===== src/sv/ppdf_pkg.sv =====
// Shared types and constants of the PTP path delay filter.
// Used by the channel interfaces, the delay datapath, the top level and the checker.
package ppdf_pkg;

  localparam int TS_W      = 63;
  localparam int WORD_W    = 64;
  localparam int DELAY_W   = 21;
  localparam int WIN_W     = 20;
  localparam int RETRY_W   = 8;
  localparam int APB_ADDR_W = 4;
  localparam int APB_DATA_W = 32;

  localparam logic [WIN_W-1:0]   ABS_WINDOW_RST    = 20'd1000000;
  localparam logic [WIN_W-1:0]   JITTER_WINDOW_RST = 20'd50;
  localparam logic [RETRY_W-1:0] RETRY_LIMIT_RST   = 8'd10;

  localparam logic [1:0] REG_ABS_WINDOW    = 2'd0;
  localparam logic [1:0] REG_JITTER_WINDOW = 2'd1;
  localparam logic [1:0] REG_RETRY_LIMIT   = 2'd2;

  localparam logic OP_E2E  = 1'b0;
  localparam logic OP_PEER = 1'b1;

  typedef enum logic [2:0] {
    STAT_ACCEPT   = 3'd0,
    STAT_NOT_SEL  = 3'd1,
    STAT_NEGATIVE = 3'd2,
    STAT_WINDOW   = 3'd3,
    STAT_JITTER   = 3'd4,
    STAT_CLEARED  = 3'd5
  } status_e;

  typedef struct packed {
    logic              opcode;
    logic              clock_selected;
    logic [TS_W-1:0]   req_send_ns;
    logic [TS_W-1:0]   req_recv_ns;
    logic [TS_W-1:0]   resp_send_ns;
    logic [TS_W-1:0]   resp_recv_ns;
    logic [WORD_W-1:0] forward_delay;
    logic [WORD_W-1:0] applied_offset;
    logic [WORD_W-1:0] correction_scaled;
  } in_item_t;

  typedef struct packed {
    logic [DELAY_W-1:0] mean_delay;
    status_e            status;
  } out_item_t;

  typedef struct packed {
    logic [DELAY_W-1:0] delay;
    status_e            status;
  } calc_res_t;

endpackage


===== src/sv/ppdf_if.sv =====
// Valid/ready channel interfaces for the input samples and the filter results.
// Depends on ppdf_pkg for the payload types.
interface ppdf_in_if;
  logic               valid;
  logic               ready;
  ppdf_pkg::in_item_t data;

  modport source (output valid, output data, input ready);
  modport sink (input valid, input data, output ready);
endinterface

interface ppdf_out_if;
  logic                valid;
  logic                ready;
  ppdf_pkg::out_item_t data;

  modport source (output valid, output data, input ready);
  modport sink (input valid, input data, output ready);
endinterface


===== src/sv/ppdf_delay_calc.sv =====
// Five-stage datapath that forms the one-way delay from the timestamps of one sample
// and classifies it against the sign rule and the absolute window. Depends on ppdf_pkg.
module ppdf_delay_calc (
  input  logic                            clk_i,
  input  logic                            rst_ni,
  input  logic                            start_i,
  input  ppdf_pkg::in_item_t              item_i,
  input  logic [ppdf_pkg::WIN_W-1:0]      abs_window_i,
  output logic                            done_o,
  output ppdf_pkg::calc_res_t             res_o
);

  logic [4:0]  vld_q;
  logic [3:0]  op_q;
  logic [63:0] req_diff_q;
  logic [65:0] sec_q;
  logic [63:0] corr_q;
  logic [63:0] corr2_q;
  logic [67:0] sum2_q;
  logic [67:0] acc_q;
  logic        neg_q;
  logic [66:0] mag_q;

  logic [63:0] req_diff_d;
  logic [63:0] resp_diff_d;
  logic [65:0] e2e_d;
  logic [65:0] sec_d;
  logic [67:0] mag_full;
  logic [65:0] half;
  logic        win_fail;
  logic [20:0] half_low;

  assign req_diff_d  = {1'b0, item_i.req_recv_ns} - {1'b0, item_i.req_send_ns};
  assign resp_diff_d = {1'b0, item_i.resp_recv_ns} - {1'b0, item_i.resp_send_ns};
  assign e2e_d = {{2{item_i.forward_delay[63]}}, item_i.forward_delay}
               - {{2{item_i.applied_offset[63]}}, item_i.applied_offset};
  assign sec_d = (item_i.opcode == ppdf_pkg::OP_PEER) ?
                 {{2{resp_diff_d[63]}}, resp_diff_d} : e2e_d;

  assign mag_full = acc_q[67] ? (~acc_q + 68'd1) : acc_q;
  assign half     = mag_q[66:1];
  assign half_low = half[20:0];
  assign win_fail = (half[65:20] != 46'd0) || (half[19:0] > abs_window_i);

  always_ff @(posedge clk_i or negedge rst_ni) begin
    if (!rst_ni) begin
      vld_q <= '0;
    end else begin
      vld_q <= {vld_q[3:0], start_i};
    end
  end

  always_ff @(posedge clk_i) begin
    op_q       <= {op_q[2:0], item_i.opcode};
    req_diff_q <= req_diff_d;
    sec_q      <= sec_d;
    corr_q     <= {{16{item_i.correction_scaled[63]}}, item_i.correction_scaled[63:16]};
    corr2_q    <= corr_q;
    sum2_q     <= {{4{req_diff_q[63]}}, req_diff_q} + {{2{sec_q[65]}}, sec_q};
    acc_q      <= sum2_q - {{4{corr2_q[63]}}, corr2_q};
    neg_q      <= acc_q[67];
    mag_q      <= mag_full[66:0];
    if (op_q[3] == ppdf_pkg::OP_E2E && neg_q && half != 66'd0) begin
      res_o.status <= ppdf_pkg::STAT_NEGATIVE;
      res_o.delay  <= '0;
    end else if (win_fail) begin
      res_o.status <= ppdf_pkg::STAT_WINDOW;
      res_o.delay  <= '0;
    end else begin
      res_o.status <= ppdf_pkg::STAT_ACCEPT;
      res_o.delay  <= neg_q ? (~half_low + 21'd1) : half_low;
    end
  end

  assign done_o = vld_q[4];

endmodule


===== src/sv/ppdf_divider.sv =====
// Radix-2 restoring divider for a signed dividend by a small unsigned divisor,
// quotient truncated toward zero, one quotient bit per cycle. Stand-alone.
module ppdf_divider #(
  parameter int DIVIDEND_W = 24,
  parameter int DIVISOR_W  = 4
) (
  input  logic                  clk_i,
  input  logic                  rst_ni,
  input  logic                  start_i,
  input  logic [DIVIDEND_W-1:0] dividend_i,
  input  logic [DIVISOR_W-1:0]  divisor_i,
  output logic                  done_o,
  output logic [DIVIDEND_W-1:0] quotient_o
);

  localparam int CNT_W = $clog2(DIVIDEND_W + 1);

  logic                  busy_q;
  logic                  done_q;
  logic [CNT_W-1:0]      cnt_q;
  logic [DIVISOR_W-1:0]  rem_q;
  logic [DIVISOR_W-1:0]  div_q;
  logic [DIVIDEND_W-1:0] quo_q;
  logic                  neg_q;
  logic [DIVIDEND_W-1:0] quot_q;

  logic [DIVISOR_W:0]    shifted;
  logic [DIVISOR_W:0]    trial;
  logic                  ge;

  assign shifted = {rem_q, quo_q[DIVIDEND_W-1]};
  assign trial   = shifted - {1'b0, div_q};
  assign ge      = shifted >= {1'b0, div_q};

  always_ff @(posedge clk_i or negedge rst_ni) begin
    if (!rst_ni) begin
      busy_q <= 1'b0;
      done_q <= 1'b0;
      cnt_q  <= '0;
    end else begin
      done_q <= 1'b0;
      if (start_i) begin
        busy_q <= 1'b1;
        cnt_q  <= CNT_W'(DIVIDEND_W);
      end else if (busy_q) begin
        if (cnt_q == '0) begin
          busy_q <= 1'b0;
          done_q <= 1'b1;
        end else begin
          cnt_q <= cnt_q - CNT_W'(1);
        end
      end
    end
  end

  always_ff @(posedge clk_i) begin
    if (start_i) begin
      neg_q <= dividend_i[DIVIDEND_W-1];
      quo_q <= dividend_i[DIVIDEND_W-1] ? (~dividend_i + DIVIDEND_W'(1)) : dividend_i;
      rem_q <= '0;
      div_q <= divisor_i;
    end else if (busy_q && cnt_q != '0) begin
      quo_q <= {quo_q[DIVIDEND_W-2:0], ge};
      rem_q <= ge ? trial[DIVISOR_W-1:0] : shifted[DIVISOR_W-1:0];
    end
    if (busy_q && cnt_q == '0) begin
      quot_q <= neg_q ? (~quo_q + DIVIDEND_W'(1)) : quo_q;
    end
  end

  assign done_o     = done_q;
  assign quotient_o = quot_q;

endmodule


===== src/sv/ptp_path_delay_filter.sv =====
// Top level of the PTP mean path delay filter: APB registers, control sequencer,
// delay ring memory. Depends on ppdf_pkg, ppdf_if, ppdf_delay_calc and ppdf_divider.
//
// The block takes one delay sample at a time and returns exactly one result per sample.
// An end-to-end sample from an unselected master skips the delay datapath, and a sample
// rejected by the sign or window check is judged by the five-stage delay datapath. Once
// the ring is full, an accepted delay first passes the jitter check, and a jitter hit
// rejects the sample. The jitter check compares against the last mean, which is held in
// a register. For an accepted sample the serial divider forms the new mean from the ring
// sum of SUM_W bits, where SUM_W = 21 + clog2(RING_DEPTH), at the default depth of 8.
// A result waits in the done state while the previous one is still held on a stalled
// output. The delay ring lives in a single-port memory read before its write-back, and
// needs no clearing after reset or after a filter clear.
module ptp_path_delay_filter #(
  parameter int RING_DEPTH = 8
) (
  input  logic                               clk_i,
  input  logic                               rst_ni,
  ppdf_in_if.sink                            in_i,
  ppdf_out_if.source                         out_o,
  input  logic                               psel,
  input  logic                               penable,
  input  logic                               pwrite,
  input  logic [ppdf_pkg::APB_ADDR_W-1:0]    paddr,
  input  logic [ppdf_pkg::APB_DATA_W-1:0]    pwdata,
  output logic [ppdf_pkg::APB_DATA_W-1:0]    prdata,
  output logic                               pready
);

  localparam int PTR_W   = $clog2(RING_DEPTH);
  localparam int CNT_W   = $clog2(RING_DEPTH + 1);
  localparam int DELAY_W = ppdf_pkg::DELAY_W;
  localparam int SUM_W   = DELAY_W + $clog2(RING_DEPTH);

  typedef enum logic [2:0] {
    ST_IDLE,
    ST_CALC,
    ST_JITTER,
    ST_UPDATE,
    ST_MEAN,
    ST_DONE
  } state_e;

  state_e                             state_q;
  ppdf_pkg::in_item_t                 item_q;
  logic [DELAY_W-1:0]                 delay_q;
  logic [DELAY_W-1:0]                 res_mean_q;
  logic [DELAY_W-1:0]                 mean_q;
  ppdf_pkg::status_e                  res_status_q;
  logic                               out_valid_q;
  ppdf_pkg::out_item_t                out_data_q;
  logic [CNT_W-1:0]                   fill_q;
  logic [PTR_W-1:0]                   wp_q;
  logic [ppdf_pkg::RETRY_W-1:0]       retry_q;
  logic [SUM_W-1:0]                   sum_q;
  logic [ppdf_pkg::WIN_W-1:0]         abs_window_q;
  logic [ppdf_pkg::WIN_W-1:0]         jitter_window_q;
  logic [ppdf_pkg::RETRY_W-1:0]       retry_limit_q;
  logic                               calc_start_q;
  logic                               div_start_q;
  logic [SUM_W-1:0]                   div_dividend_q;
  logic [CNT_W-1:0]                   div_divisor_q;

  logic [DELAY_W-1:0]                 ring_mem [RING_DEPTH];
  logic [DELAY_W-1:0]                 ram_rd_q;
  logic                               ram_re;
  logic                               ram_we;

  logic                               calc_done;
  ppdf_pkg::calc_res_t                calc_res;
  logic                               div_done;
  logic [SUM_W-1:0]                   div_quot;

  logic                               cfg_write;
  logic [1:0]                         reg_idx;
  logic                               ring_full;
  logic [PTR_W-1:0]                   wp_next;
  logic [CNT_W-1:0]                   fill_inc;
  logic [SUM_W-1:0]                   sum_upd;
  logic [ppdf_pkg::RETRY_W-1:0]       retry_inc;
  logic signed [DELAY_W+1:0]          mean_ext;
  logic signed [DELAY_W+1:0]          jit_hi;
  logic signed [DELAY_W+1:0]          jit_lo;
  logic signed [DELAY_W+1:0]          delay_ext;
  logic                               jitter_hit;

  assign reg_idx   = paddr[3:2];
  assign cfg_write = psel && penable && pwrite;
  assign pready    = 1'b1;

  always_comb begin
    case (reg_idx)
      ppdf_pkg::REG_ABS_WINDOW:    prdata = {12'd0, abs_window_q};
      ppdf_pkg::REG_JITTER_WINDOW: prdata = {12'd0, jitter_window_q};
      ppdf_pkg::REG_RETRY_LIMIT:   prdata = {24'd0, retry_limit_q};
      default:                     prdata = '0;
    endcase
  end

  assign ring_full = (fill_q == CNT_W'(RING_DEPTH));
  assign wp_next   = (wp_q == PTR_W'(RING_DEPTH - 1)) ? '0 : wp_q + PTR_W'(1);
  assign fill_inc  = ring_full ? fill_q : fill_q + CNT_W'(1);
  assign sum_upd   = sum_q
                   - (ring_full ? {{(SUM_W-DELAY_W){ram_rd_q[DELAY_W-1]}}, ram_rd_q} : '0)
                   + {{(SUM_W-DELAY_W){delay_q[DELAY_W-1]}}, delay_q};
  assign retry_inc = retry_q + ppdf_pkg::RETRY_W'(1);

  assign mean_ext   = {{2{mean_q[DELAY_W-1]}}, mean_q};
  assign delay_ext  = {{2{delay_q[DELAY_W-1]}}, delay_q};
  assign jit_hi     = mean_ext + {3'd0, jitter_window_q};
  assign jit_lo     = mean_ext - {3'd0, jitter_window_q};
  assign jitter_hit = (delay_ext > jit_hi) || (delay_ext < jit_lo);

  assign ram_re = (state_q == ST_CALC) && calc_done;
  assign ram_we = (state_q == ST_UPDATE);

  always_ff @(posedge clk_i) begin
    if (ram_we) begin
      ring_mem[wp_q] <= delay_q;
    end
    if (ram_re) begin
      ram_rd_q <= ring_mem[wp_q];
    end
  end

  assign in_i.ready  = (state_q == ST_IDLE);
  assign out_o.valid = out_valid_q;
  assign out_o.data  = out_data_q;

  always_ff @(posedge clk_i or negedge rst_ni) begin
    if (!rst_ni) begin
      state_q         <= ST_IDLE;
      item_q          <= '0;
      delay_q         <= '0;
      res_mean_q      <= '0;
      mean_q          <= '0;
      res_status_q    <= ppdf_pkg::STAT_ACCEPT;
      out_valid_q     <= 1'b0;
      out_data_q      <= '0;
      fill_q          <= '0;
      wp_q            <= '0;
      retry_q         <= '0;
      sum_q           <= '0;
      abs_window_q    <= ppdf_pkg::ABS_WINDOW_RST;
      jitter_window_q <= ppdf_pkg::JITTER_WINDOW_RST;
      retry_limit_q   <= ppdf_pkg::RETRY_LIMIT_RST;
      calc_start_q    <= 1'b0;
      div_start_q     <= 1'b0;
      div_dividend_q  <= '0;
      div_divisor_q   <= '0;
    end else begin
      calc_start_q <= (state_q == ST_IDLE) && in_i.valid &&
                      !(in_i.data.opcode == ppdf_pkg::OP_E2E && !in_i.data.clock_selected);
      div_start_q  <= (state_q == ST_UPDATE);
      if (cfg_write) begin
        case (reg_idx)
          ppdf_pkg::REG_ABS_WINDOW:    abs_window_q    <= pwdata[ppdf_pkg::WIN_W-1:0];
          ppdf_pkg::REG_JITTER_WINDOW: jitter_window_q <= pwdata[ppdf_pkg::WIN_W-1:0];
          ppdf_pkg::REG_RETRY_LIMIT:   retry_limit_q   <= pwdata[ppdf_pkg::RETRY_W-1:0];
          default: ;
        endcase
      end
      if (out_valid_q && out_o.ready && state_q != ST_DONE) begin
        out_valid_q <= 1'b0;
      end
      case (state_q)
        ST_IDLE: begin
          if (in_i.valid) begin
            item_q <= in_i.data;
            if (in_i.data.opcode == ppdf_pkg::OP_E2E && !in_i.data.clock_selected) begin
              res_status_q <= ppdf_pkg::STAT_NOT_SEL;
              res_mean_q   <= '0;
              state_q      <= ST_DONE;
            end else begin
              state_q      <= ST_CALC;
            end
          end
        end
        ST_CALC: begin
          if (calc_done) begin
            if (calc_res.status != ppdf_pkg::STAT_ACCEPT) begin
              res_status_q <= calc_res.status;
              res_mean_q   <= '0;
              state_q      <= ST_DONE;
            end else begin
              delay_q <= calc_res.delay;
              if (ring_full) begin
                state_q <= ST_JITTER;
              end else begin
                state_q <= ST_UPDATE;
              end
            end
          end
        end
        ST_JITTER: begin
          if (jitter_hit) begin
            res_mean_q <= '0;
            state_q    <= ST_DONE;
            if (retry_inc >= retry_limit_q) begin
              fill_q       <= '0;
              wp_q         <= '0;
              retry_q      <= '0;
              sum_q        <= '0;
              res_status_q <= ppdf_pkg::STAT_CLEARED;
            end else begin
              retry_q      <= retry_inc;
              res_status_q <= ppdf_pkg::STAT_JITTER;
            end
          end else begin
            state_q <= ST_UPDATE;
          end
        end
        ST_UPDATE: begin
          sum_q          <= sum_upd;
          fill_q         <= fill_inc;
          wp_q           <= wp_next;
          retry_q        <= '0;
          div_dividend_q <= sum_upd;
          div_divisor_q  <= fill_inc;
          state_q        <= ST_MEAN;
        end
        ST_MEAN: begin
          if (div_done) begin
            res_mean_q   <= div_quot[DELAY_W-1:0];
            mean_q       <= div_quot[DELAY_W-1:0];
            res_status_q <= ppdf_pkg::STAT_ACCEPT;
            state_q      <= ST_DONE;
          end
        end
        ST_DONE: begin
          if (!out_valid_q || out_o.ready) begin
            out_valid_q           <= 1'b1;
            out_data_q.mean_delay <= res_mean_q;
            out_data_q.status     <= res_status_q;
            state_q               <= ST_IDLE;
          end
        end
        default: state_q <= ST_IDLE;
      endcase
    end
  end

  ppdf_delay_calc u_delay_calc (
    .clk_i        (clk_i),
    .rst_ni       (rst_ni),
    .start_i      (calc_start_q),
    .item_i       (item_q),
    .abs_window_i (abs_window_q),
    .done_o       (calc_done),
    .res_o        (calc_res)
  );

  ppdf_divider #(
    .DIVIDEND_W (SUM_W),
    .DIVISOR_W  (CNT_W)
  ) u_divider (
    .clk_i      (clk_i),
    .rst_ni     (rst_ni),
    .start_i    (div_start_q),
    .dividend_i (div_dividend_q),
    .divisor_i  (div_divisor_q),
    .done_o     (div_done),
    .quotient_o (div_quot)
  );

endmodule


===== src/flat_wrapper.sv =====
// flat-port wrapper written by rule: the top's interface ports become plain ports
module ptp_path_delay_filter_flat 
#(
  parameter int RING_DEPTH = 8
)
  (clk_i, rst_ni, psel, penable, pwrite, paddr, pwdata, prdata, pready, in_i_valid, in_i_data, in_i_ready, out_o_valid, out_o_data, out_o_ready);
  ppdf_in_if in_i_i ();
  ppdf_out_if out_o_i ();
  input  logic clk_i;
  input  logic rst_ni;
  input  logic psel;
  input  logic penable;
  input  logic pwrite;
  input  logic [ppdf_pkg::APB_ADDR_W-1:0] paddr;
  input  logic [ppdf_pkg::APB_DATA_W-1:0] pwdata;
  output logic [ppdf_pkg::APB_DATA_W-1:0] prdata;
  output logic pready;
  input wire logic [$bits(in_i_i.valid)-1:0] in_i_valid;
  input wire logic [$bits(in_i_i.data)-1:0] in_i_data;
  output wire logic [$bits(in_i_i.ready)-1:0] in_i_ready;
  output wire logic [$bits(out_o_i.valid)-1:0] out_o_valid;
  output wire logic [$bits(out_o_i.data)-1:0] out_o_data;
  input wire logic [$bits(out_o_i.ready)-1:0] out_o_ready;
  assign in_i_i.valid = in_i_valid;
  assign in_i_i.data = in_i_data;
  assign in_i_ready = in_i_i.ready;
  assign out_o_valid = out_o_i.valid;
  assign out_o_data = out_o_i.data;
  assign out_o_i.ready = out_o_ready;
  ptp_path_delay_filter #(.RING_DEPTH(RING_DEPTH)) u_core (.clk_i(clk_i), .rst_ni(rst_ni), .in_i(in_i_i), .out_o(out_o_i), .psel(psel), .penable(penable), .pwrite(pwrite), .paddr(paddr), .pwdata(pwdata), .prdata(prdata), .pready(pready));
endmodule

===== config.mk =====
export PLATFORM = sky130hd
export DESIGN_NAME = ptp_path_delay_filter_flat
export DESIGN_NICKNAME = d
export VERILOG_FILES = /design/src/sv/ppdf_pkg.sv /design/src/sv/ppdf_if.sv /design/src/sv/ppdf_delay_calc.sv /design/src/sv/ppdf_divider.sv /design/src/sv/ptp_path_delay_filter.sv /design/src/flat_wrapper.sv
export SDC_FILE = /design/constraint.sdc
export NUM_CORES = 2
export LEC_CHECK = 0
export BUFFER_PORTS_ARGS = -buffer_cell sky130_fd_sc_hd__buf_4
export CORE_MARGIN = 2
export CORE_UTILIZATION = 35
export DETAILED_ROUTE_END_ITERATION = 8
export PLACE_DENSITY_LB_ADDON = 0.12
export SYNTH_ARGS = -nofsm -noshare
export SYNTH_HDL_FRONTEND = slang
export SYNTH_SLANG_ARGS = --single-unit

===== constraint.sdc =====
create_clock -name clk_i -period 4.8 [get_ports clk_i]
set_input_delay 0.72 -clock clk_i [delete_from_list [all_inputs] [get_ports clk_i]]
set_output_delay 0.72 -clock clk_i [all_outputs]
set_load 0.03 [all_outputs]

==> impl_metrics.yaml <==
status:
  status: "complete, but fails checks"
  failed_checks: "setup timing"
timing:
  hold_viol_final: 0
  setup_ws_ns: -0.2134
  final.min_clock_period_ns: 5.013
  worstMarginPinSlew_ns: 1.065
  period_share_pct: 104.4
  finalSetupViolCount: 62
  fin_skew_ns: 0.03059
  rsz0062_at_grt: "yes"
  slew_violations: 0
  slew_headroom_pct: 28.98
  fmax_mhz: 199.5
die:
  die_w_um: 450.0
  start_util_pct: 35.27
  io_pins: 548
  core.rowCount: 163
  core-area_mm2: 0.1974
  dieHeight_um: 450.0
  fp.dieArea_mm2: 0.2025
synthesis:
  ys_seq_elements: 1349
  synth_edf_count: 239
  synth_top_family_by_area: "compound AO/OA/AOI/OAI gates"
  synthSimpleGateAreaFrac_pct: 10.79
  synth_xor_xnor_area_share_pct: 6.038
  yosysSeqAreaShare_pct: 46.93
  synth_warnings: 0
  async_reset_ff_share_pct: 48.33
  synthCells: 6941
  netlist-cell-type-count: 105
  synth_area_mm2: 0.06963
  muxShareOfSynthArea_pct: 5.580
  syn_area_per_cell_um2: 10.03
  synth_flop_cell: "dfrtp_1"
  synthAdderAreaFrac_pct: 9.373
  synth_compound_gate_area_share_pct: 16.73
hold_path:
  min_delay_worst_endpoint: "u_core.item_q[192]"
  holdCritPathClass: "in2reg"
  hold_start: "in_i_data[192]"
  hold_depth: 3
detailed_routing:
  drt_iter0_drc: 3013
  drt_first_pass_iters: 5
  drc_errors: 0
  route.detailed.wl_per_inst_um: 20.80
  finalWirelength_um: 213600
  via_per_inst: 5.073
  vias: 52070
  ant_nets: 0
clocking:
  cts_buffer_depth: 3
  clock_sinks: 1349
  insertion_delay_ns: 0.80
  htree_levels: 4
  numCtsBuffers: 154
  cts_root_buffer: "clkbuf_16"
  cts_tree: "done"
  clk_pin_slew_ns: 0.07
place:
  place_ws_ns: -0.7813
  port_buffers: 504
  place_hpwl_um: 166300
  place.gp.congestion: 0.9260
power:
  net-switching-power_w: 0.02309
  p_leak_nw: 37.54
  power_density_mw_per_mm2: 694.0
  clockPowerShare_pct: 21.2
  ir_drop_mv: 0.4238
  comb_power_share_pct: 47.9
  swShare_pct: 40.11
  p_int_w: 0.03447
  p_seq_share_pct: 30.9
  power_w: 0.05757
worst_setup_path:
  r2r_end: "u_core.res_mean_q[8]"
  worstSetupEndpointType: "flip-flop"
  ff2ff_setup_slack_ns: -0.21
  ff2ff_path_depth: 27
  crit_path_max_fanout: 11
  arrival_ns: 5.74
  cp-start-kind: "flip-flop"
  r2r_start: "u_core.jitter_window_q[1]"
  critPathKind: "reg2reg"
  cp.required_ns: 5.53
global_route:
  grt_pass1_vias: 53650
  grt_overflow: 0
  grt_max_degree: 105
  antenna_found_initial: 8
  track_usage_pct: 20.72
  grt_pass1_wl_um: 322600
flow_run:
  drv_cap: 0
layout:
  area_growth_pct: 19.13
  fin_util_pct: 42.01
  nets: 8488
  drive_above_1_share_pct: 18.42
  num-fill-cells: 19380
==> what timing repair did <==
action,4_1_cts,5_1_grt
resized for setup,50,38
buffers inserted,2,7
setup endpoints to repair,66,68
pin swaps,30,28
hold endpoints to repair,39,0
hold buffers,1,0
gates cloned,1,3
==> logic make-up (layout without fill, tap and decap cells) <==
kind of cell / count (synthesis) / in the layout
muxes: 349 / 349
and+or+nand+nor: 1596 / 1596
xor gates and xnor gates: 480 / 480
adders and majority gates: 503 / 503
AOI/OAI and AO/OA: 1839 / 1839
DFF: 1349 / 1349
buffers and inverters: 823 / 1494
other: 2 / 15
==> state kept, by name, indices dropped and copies added (netlist names), 21 cells and up <==
| name | cells |
|---|---|
| u_core.delay_q | 21 |
| u_core.u_delay_calc.req_diff_q | 64 |
| u_core.ram_rd_q | 21 |
| u_core.sum_q | 24 |
| u_core.ring_mem | 168 |
| u_core.u_delay_calc.corr2_q | 48 |
| u_core.u_delay_calc.res_o | 23 |
| u_core.u_divider.quotient_o | 21 |
| u_core.u_delay_calc.sum2_q | 67 |
| u_core.out_o.data | 24 |
| u_core.u_delay_calc.mag_q | 66 |
| u_core.item_q | 429 |
| u_core.u_divider.quo_q | 24 |
| u_core.div_dividend_q | 24 |
| u_core.u_delay_calc.sec_q | 65 |
| u_core.res_mean_q | 21 |
| u_core.mean_q | 21 |
| u_core.u_delay_calc.corr_q | 48 |
| u_core.u_delay_calc.acc_q | 68 |
==> cell usage after synthesis, types with 43 or more instances <==
cell type / n / area share, %
nand3_1: 83 / 0.60
a22oi_1: 84 / 0.91
dfxtp_1: 458 / 13
xnor2_1: 317 / 4.0
xor2_1: 163 / 2.1
nand2_1: 662 / 3.6
nor2b_1: 64 / 0.58
dfrtp_1: 640 / 23
o21ai_0: 543 / 3.9
o31ai_1: 64 / 0.69
o21a_1: 63 / 0.68
ha_1: 472 / 8.5
a21oi_1: 453 / 3.3
edfxtp_1: 239 / 10
nor3_1: 63 / 0.45
clkbuf_1: 263 / 1.4
a21o_1: 233 / 2.5
inv_1: 523 / 2.8
nor2_1: 310 / 1.7
mux2_2: 313 / 5.1
nand2b_1: 67 / 0.60
o21bai_1: 72 / 0.78
or3_1: 43 / 0.39
a31oi_1: 43 / 0.39
and2_1: 45 / 0.40
nand4_1: 109 / 0.98
==> cell usage in the layout, fill, tap and decap left out, types with 31 or more instances in the layout <==
master and count:
a211oi_1 31, o31ai_1 64, mux2_2 312, o21a_1 62, xnor2_1 317, nand2b_1 67
dfxtp_1 457, clkbuf_1 37, a22oi_1 84, inv_1 521, nand2_1 643, xor2_1 163
or3_1 43, a31oi_1 43, ha_1 470, nand4_1 109, nand3_1 82, clkbuf_16 166
o21bai_1 70, nor3_1 59, nor2_1 307, o21ai_0 527, a21o_1 233, and2_1 39
nor2b_1 64, edfxtp_1 239, buf_4 659, a21oi_1 444, mux2i_1 36, dfrtp_1 639
==> stage by stage <==
| stage | instances | setup TNS [ns] | instance area, um2 | hold slack (ns) |
|---|---|---|---|---|
| 4_1_cts | 10250 | -11.28 | 82710 | 0.04457 |
| 3_3_place_gp | 9967 | -43.10 | 77170 | 0.3117 |
| 2_1_floorplan | 6952 | -0.2845 | 69710 | 0.3096 |
| 5_1_grt | 10260 | -24.86 | 82940 | 0.08002 |
| 3_5_place_dp | 9967 | -46.04 | 77170 | 0.3121 |
| 6_report | 10270 | -8.689 | 82940 | 0.1200 |
==> critical path: stages, from the launching register on <==
cell       delay (ns)
dfstp_2          0.53
inv_2            0.05
ha_4             0.26
inv_2            0.03
a21oi_2          0.11
o21a_1           0.15
o21bai_1         0.09
a21oi_2          0.21
o21bai_4         0.10
buf_6            0.12
a211o_1          0.26
and4b_2          0.26
a2111oi_4        0.23
o21bai_1         0.13
a21oi_2          0.17
o21ai_1          0.08
ha_1             0.30
nand4_1          0.09
or2_4            0.27
nor3_4           0.13
nand4_1          0.13
o221ai_2         0.09
o2111ai_2        0.14
buf_6            0.17
o21a_4           0.22
o21ai_4          0.25
clkbuf_16        0.22
a22o_1           0.13
==> power groups by stage <==
stage          clock [W]  sequential, W  combinational (W)
6_report          0.0122         0.0178             0.0276
5_1_grt           0.0130         0.0182             0.0308
4_1_cts           0.0126         0.0178             0.0276
3_5_place_dp           0         0.0180             0.0274
3_3_place_gp           0         0.0180             0.0273
2_1_floorplan          0         0.0170             0.0206
==> layer usage <==
| metal | wire (um) | up-vias | track usage (%) |
|---|---|---|---|
| met5 | 13 | - | 0 |
| met4 | 10360 | 2 | 9.406 |
| met3 | 8424 | 370 | 2.704 |
| met2 | 103300 | 1220 | 35.70 |
| met1 | 91430 | 25000 | 25.77 |
| li1 | - | 25480 | - |
==> layout make-up <==
class	instances	area, um2	area share (%)
flip-flops and latches	1349	32680	39.40
well taps	2640	3303	3.982
inverters	524	1967	2.371
repair buffers	687	5459	6.581
multi-input cells	4780	34220	41.26
diodes	2	5.005	0.006034
clock inverters	62	802.0	0.9669
clock buffers	221	4507	5.434
==> worst max-delay path by stage <==
stage,cells past startpoint,from,endpoint,slack (ns)
after global routing,27,u_core.jitter_window_q[1],u_core.res_mean_q[15],-0.45
final,27,u_core.jitter_window_q[1],u_core.res_mean_q[8],-0.21
after detailed placement,26,u_core.jitter_window_q[0],u_core.retry_q[1],-0.78
after CTS,26,u_core.jitter_window_q[0],u_core.res_mean_q[10],-0.22
after floorplan,25,u_core.jitter_window_q[1],u_core.res_mean_q[10],-0.02
after global placement,26,u_core.jitter_window_q[0],u_core.retry_q[4],-0.72
Note: power is estimated with default switching activity, not from simulation.
